==> config.mk <==
export PLATFORM = sky130hd
export DESIGN_NAME = qte_cordic
export DESIGN_NICKNAME = d
export VERILOG_FILES = /design/src/design/qte_pkg.sv /design/src/design/qte_cordic.sv
export SDC_FILE = /design/constraint.sdc
export NUM_CORES = 2
export LEC_CHECK = 0
export BUFFER_PORTS_ARGS = -buffer_cell sky130_fd_sc_hd__buf_2
export CORE_MARGIN = 10
export CORE_UTILIZATION = 48
export CTS_CLUSTER_SIZE = 10
export DETAILED_ROUTE_END_ITERATION = 6
export GPL_TIMING_DRIVEN = 0
export SYNTH_ARGS = -nofsm -noshare
export SYNTH_HDL_FRONTEND = slang
export SYNTH_SLANG_ARGS = --single-unit
==> constraint.sdc <==
create_clock -name clk -period 11.59 [get_ports clk]
set_input_delay 1.159 -clock clk [delete_from_list [all_inputs] [get_ports clk]]
set_output_delay 1.159 -clock clk [all_outputs]
set_load 0.02 [all_outputs]
==> src/design/qte_pkg.sv <==
// ----------------------------------------------------------------------------
// qte_pkg
// shared constants, types and the arctangent table for the quaternion to
// euler angle pipeline
// ----------------------------------------------------------------------------
package qte_pkg;

  localparam int CORDIC_STAGES = 16;
  localparam int ATAN_LEN      = 24;
  // stages past the table length do nothing, so they are not built
  localparam int NST = (CORDIC_STAGES < ATAN_LEN) ? CORDIC_STAGES : ATAN_LEN;

  localparam int TW  = 34;           // sum-of-products terms, q.28
  localparam int CW  = 38;           // cordic x and y
  localparam int ZW  = 24;           // cordic angle accumulator, q.20
  localparam int AW  = ZW - 7;       // rounded angle, q3.13
  localparam int RW  = 57;           // sqrt radicand
  localparam int QW  = 29;           // sqrt root
  localparam int SQRT_STAGES = QW;

  localparam int CORD_LAT = NST + 2;
  localparam int LAT      = 3 + SQRT_STAGES + CORD_LAT + 1;

  localparam logic signed [ZW-1:0] PI_Q20      = ZW'(3294199);
  localparam logic signed [AW-1:0] PI_Q13      = AW'(25736);
  localparam logic signed [AW-1:0] HALF_PI_Q13 = AW'(12868);
  localparam logic signed [TW-1:0] ONE_Q28     = TW'(268435456);

  typedef struct packed {
    logic signed [TW-1:0] sinr;
    logic signed [TW-1:0] cosr;
    logic signed [TW-1:0] siny;
    logic signed [TW-1:0] cosy;
    logic signed [TW-1:0] sinp;
    logic                 sat;
    logic                 sat_neg;
  } term_t;

  function automatic logic signed [ZW-1:0] atan_q20(input int i);
    logic signed [ZW-1:0] r;
    case (i)
      0:  r = ZW'(823550);
      1:  r = ZW'(486170);
      2:  r = ZW'(256879);
      3:  r = ZW'(130396);
      4:  r = ZW'(65451);
      5:  r = ZW'(32757);
      6:  r = ZW'(16383);
      7:  r = ZW'(8192);
      8:  r = ZW'(4096);
      9:  r = ZW'(2048);
      10: r = ZW'(1024);
      11: r = ZW'(512);
      12: r = ZW'(256);
      13: r = ZW'(128);
      14: r = ZW'(64);
      15: r = ZW'(32);
      16: r = ZW'(16);
      17: r = ZW'(8);
      18: r = ZW'(4);
      19: r = ZW'(2);
      20: r = ZW'(1);
      default: r = '0;
    endcase
    return r;
  endfunction

endpackage

==> src/design/qte_cordic.sv <==
// ----------------------------------------------------------------------------
// qte_cordic
// pipelined vectoring cordic atan2, angle rounded to q3.13, not clamped
// ----------------------------------------------------------------------------
module qte_cordic import qte_pkg::*; (
  input  logic                 clk,
  input  logic                 en,
  input  logic signed [CW-1:0] y,
  input  logic signed [CW-1:0] x,
  output logic signed [AW-1:0] angle
);

  logic signed [CW-1:0] xr [0:NST];
  logic signed [CW-1:0] yr [0:NST];
  logic signed [ZW-1:0] zr [0:NST];
  logic                 zf [0:NST];
  logic signed [ZW-1:0] zsum;

  // left half plane folds over with a pi offset
  always_ff @(posedge clk) begin
    if (en) begin
      zf[0] <= (x == '0) && (y == '0);
      if (x < 0) begin
        xr[0] <= -x;
        yr[0] <= -y;
        zr[0] <= (y >= 0) ? PI_Q20 : -PI_Q20;
      end else begin
        xr[0] <= x;
        yr[0] <= y;
        zr[0] <= '0;
      end
    end
  end

  for (genvar i = 0; i < NST; i++) begin : g_stage
    logic signed [CW-1:0] xs;
    logic signed [CW-1:0] ys;
    assign xs = xr[i] >>> i;
    assign ys = yr[i] >>> i;
    always_ff @(posedge clk) begin
      if (en) begin
        zf[i+1] <= zf[i];
        if (yr[i] >= 0) begin
          xr[i+1] <= xr[i] + ys;
          yr[i+1] <= yr[i] - xs;
          zr[i+1] <= zr[i] + atan_q20(i);
        end else begin
          xr[i+1] <= xr[i] - ys;
          yr[i+1] <= yr[i] + xs;
          zr[i+1] <= zr[i] - atan_q20(i);
        end
      end
    end
  end

  assign zsum = zr[NST] + ZW'(64);

  always_ff @(posedge clk) begin
    if (en) begin
      angle <= zf[NST] ? '0 : zsum[ZW-1:7];
    end
  end

endmodule

-- After elaboration in Yosys (flattened, before gate mapping)
Memory sizes are Yosys's and may differ from the RTL's.
Cells that the tools add are included.
- add/subtract/negate cells: 98
- $lt $le $gt $ge: 18
- multiplexer cells: 156
- bitwise gates (word level): 51
- reductions and logical operators: 3
- operator list (cell ; count):
    2-to-1 mux 38 bit ; 34
    greater-or-equal comparator 38 x 1 -> 1 bit, second input constant ; 17
    2-to-1 mux 24 bit ; 18
    2-to-1 mux 1 bit ; 104
    adder 38 x 23 -> 38 bit ; 2
    adder 38 x 24 -> 38 bit ; 2
    adder 38 x 25 -> 38 bit ; 2
    adder 38 x 26 -> 38 bit ; 2
    adder 38 x 27 -> 38 bit ; 2
    adder 38 x 28 -> 38 bit ; 2
    adder 38 x 29 -> 38 bit ; 2
    adder 38 x 30 -> 38 bit ; 2
    adder 38 x 31 -> 38 bit ; 2
    adder 38 x 32 -> 38 bit ; 2
    adder 38 x 33 -> 38 bit ; 2
    adder 38 x 34 -> 38 bit ; 2
    adder 38 x 35 -> 38 bit ; 2
    adder 38 x 36 -> 38 bit ; 2
    adder 38 x 37 -> 38 bit ; 2
    zero test 38 bit ; 2
    negation 38 bit ; 2
    subtractor 38 x 23 -> 38 bit ; 2
    subtractor 38 x 24 -> 38 bit ; 2
    subtractor 38 x 25 -> 38 bit ; 2
    47 further kinds ; 113
- bits in registers: 17
- bits in writable memories: 1717
- input port bits: 78
- memories: 4
- memory list (memory ; depth ; bits a word ; rd ports ; clocked after Yosys merged registers in ; wr ports ; line ; text):
    xr ; 17 ; 38 ; 16 ; 0 ; 17 ; qte_cordic.sv:13 ; logic signed [CW-1:0] xr [0:NST];
    yr ; 17 ; 38 ; 16 ; 0 ; 17 ; qte_cordic.sv:14 ; logic signed [CW-1:0] yr [0:NST];
    zr ; 17 ; 24 ; 17 ; 0 ; 17 ; qte_cordic.sv:15 ; logic signed [ZW-1:0] zr [0:NST];
    zf ; 17 ; 1 ; 17 ; 0 ; 17 ; qte_cordic.sv:16 ; logic zf [0:NST];

-- Logic depth before layout (Yosys ltp)
- depth in word-level cells: 5
- depth in mapped cells: 24

-- Worst setup path before layout
OpenSTA, ideal clock, no wires.
- kind: input to register
- start point: input en
- end point: memory xr[13][37] (data pin)
- data arrival time: 5676 ps
- slack: 5654 ps
- stages: 19
- path through: clkbuf_1 -> clkbuf_1 -> nand2_1 -> inv_1 -> clkbuf_1 -> nor2_1 -> xnor2_1 -> ha_1 -> o211ai_1 -> nand2_1 -> and3_1 -> a221o_1 -> a311oi_1 -> o21ai_0 -> a211o_1 -> a311oi_1 -> o21ai_0 -> a21oi_1 -> xnor2_1
- RTL lines (what ; line ; text):
    start, declared ; qte_cordic.sv:7 ; input logic en,
    end, declared ; qte_cordic.sv:13 ;

==> run_results.csv <==
group,metric,value,unit
cts,htreeDepth,4,
synth,synth-async-reset-ratio,0,%
synth,synth_fp_nets,15252,
sta,grt_setup_unrepaired,"no",
layout,layout_common_cells,"edfxtp_1, ha_1, a21oi_1",
die,rows,190,
cts,path_clk_slew,0.05,ns
synth,yosys.area_share.simple,13.7,%
placement,dpl_cell_area,135000,µm²
synth,synth_adder_area_share,14.4,%
critical_path,startpoint_type,"input port",
synth,yosys_warnings,0,
drt,drt_iter0_markers,8053,
global_route,grt_max_degree,75,
sta,tns,0,ns
global_route,gr-total-overflow,0,
layout,final_util,52.3,%
cts,cts_max_path_buffers,4,
cts,clkSinkCount,1494,
drt,drtAntennaViolNets,0,
cts,cts_tree,"done",
sta,post-route-period-util,69.9,%
cts,holdBufCountCts,0,
sta,slew_viol_final,0,
drt,drt_first_pass_iters,7,
die,boundaryPins,95,
critical_path,crit_type,"input port to flip-flop",
placement,dp_hpwl,320000,µm
drt,wire_per_inst,22.1,µm
sta,fin_skew,0.0540,ns
global_route,grt.total_usage,25.7,%
synth,syn_area,129000,µm²
drt,viasPerCell,5.97,
layout,area_delta_synth_final,8.49,%
drt,drc,0,
synth,avgSynthCellArea,9.41,µm²
layout,drive_gt1_share,3.76,%
synth,synth_edf_count,1494,
die,die_h,539,µm
cts,ctsResizeCount,0,
cts,worstSkewPairLatency,0.88,ns
layout,fin_area,140000,µm²
cts,cts_root_buf,"clkbuf_16",
layout,nets,15557,
critical_path,arrival,8.68,ns
worst_hold_path,min_path_type,"flip-flop to flip-flop",
synth,synth-seq-area-share,34.8,%
synth,muxShareOfSynthArea,0.385,%
global_route,grt_antenna_before_repair,6,
synth,synth_seq_cells,1494,
sta,whs,0.403,ns
synth,synth_top_family_by_area,"compound AO/OA/AOI/OAI gates",
synth,synthFlopType,"edfxtp_1",
placement,gp_congestion,0.945,
synth,synth_compound_area_share,20.3,%
critical_path,crit_fanout,37,
cts,numCtsBuffers,188,
flow_run,drv_cap,0,
sta,fmax,123,MHz
critical_path,end_kind,"flip-flop",
global_route,grt_pass1_vias,101813,
synth,synthXorXnorAreaFrac,13.7,%
layout,fill_cells,24610,
placement,numPortBuffers,94,
drt,wl,391000,µm
die,die_w,539,µm
drt,dr_total_vias,105543,
layout,final_common_cell,"edfxtp_1",
sta,final.min_clock_period,8.11,ns
global_route,grt_pass1_wl,597000,µm
sta,hold_violations,0,
sta,worst_pin_slew,1.47,ns
cts,cts_setup_buffers,0,
die,coreArea,268000,µm²
synth,ys_types,88,
sta,maxSlewHeadroom,2.31,%
outcome,status,"finished clean",
sta,setup_violations,0,
critical_path,worst_ep_required_time,12.17,ns
die,initial_core_util,48.2,%
die,die_area,290000,µm²
synth,syn_inst,13721,
routing by layer:
metal  vias to the layer above  wire length, µm  global-route usage, %
met5                         -                0                      0
met4                         0            17400                   10.3
met3                       647            19200                   2.82
met2                      2986           190000                   44.8
met1                     50649           164000                   32.4
li1                      51261                -                      -
flip-flops by register name (all words and copies together) (netlist names):
name / count
zf: 17
yr: 571
angle: 17
xr: 555
zr: 334
cells by family (layout without fill, tap and decap cells):
kind of cell / Yosys count / count (layout)
xor+xnor: 2021 / 2021
compound gates: 4146 / 4146
other cells: 0 / 15
fa+ha+maj: 1453 / 1453
buf+inv: 948 / 1342
flops: 1494 / 1494
mux: 47 / 47
simple gates: 3612 / 3612
stage by stage:
step                      instances  worst slack (ns)
after global placement        17367            -0.283
after CTS                     17666              3.27
after floorplan               13721              5.65
after detailed placement      17387              2.34
after global routing          17676              3.02
final                         17682              3.48
final cells by class:
type | instances | area, µm² | share of cell area (%)
antenna | 15 | 37.5 | 0.0268
buffer | 282 | 1140 | 0.812
clock buffer | 227 | 4980 | 3.56
clock inverter | 52 | 454 | 0.324
inverter | 666 | 2500 | 1.79
multi-input combinational | 11279 | 80600 | 57.6
sequential | 1494 | 44900 | 32.0
tap | 3552 | 4440 | 3.17
timing repair buffer | 115 | 963 | 0.688
critical path, cell delays in order:
cell       delay, ns
buf_2           0.69
clkbuf_2        0.44
buf_12          0.22
clkbuf_2        0.34
buf_12          0.23
nand2_1         0.44
inv_2           0.38
buf_1           1.04
nor2_1          0.12
xor2_1          0.21
ha_1            0.35
o21a_1          0.21
a2111oi_0       0.76
o21ai_0         0.19
a41oi_1         0.45
a211oi_1        0.17
o21ai_0         0.23
nand2b_1        0.14
a31oi_1         0.33
o21ai_0         0.16
a21oi_1         0.19
xor2_1          0.10
synthesized netlist by cell type (69+ instances only):
cell | n | area, µm²
or4_1 | 69 | 518
o41ai_1 | 114 | 998
o21a_1 | 194 | 1460
nor2_1 | 1059 | 3980
a21oi_1 | 1325 | 6630
xnor2_1 | 1313 | 11500
and2_1 | 84 | 526
nand2_1 | 800 | 3000
nor3_1 | 296 | 1480
clkbuf_1 | 249 | 935
edfxtp_1 | 1494 | 44900
and3_1 | 111 | 694
o21bai_1 | 165 | 1240
a211oi_1 | 79 | 593
a21o_1 | 625 | 4690
xor2_1 | 708 | 6200
nor2b_1 | 219 | 1370
inv_1 | 652 | 2450
nand4_1 | 122 | 763
a31oi_1 | 106 | 663
or3_1 | 117 | 732
nor4_1 | 107 | 669
nand3_1 | 229 | 1150
nand2b_1 | 216 | 1350
ha_1 | 1407 | 17600
o31ai_1 | 181 | 1360
o21ai_0 | 871 | 4360
final timing paths:
check / from / endpoint / slack, ns / cells after the start
max: en / yr[8][37]$_DFFE_PP_ / 3.48 / 22
min: zr[11][8]$_DFFE_PP_ / zr[12][8]$_DFFE_PP_ / 0.40 / 0
max reg2reg: yr[10][37]$_DFFE_PP_ / yr[11][37]$_DFFE_PP_ / 4.91 / 16
min reg2reg: zr[11][8]$_DFFE_PP_ / zr[12][8]$_DFFE_PP_ / 0.40 / 0
Power is left out: the tool's default activity adds up to more than one toggle a clock period on the data nets, which glitch-free logic cannot reach.
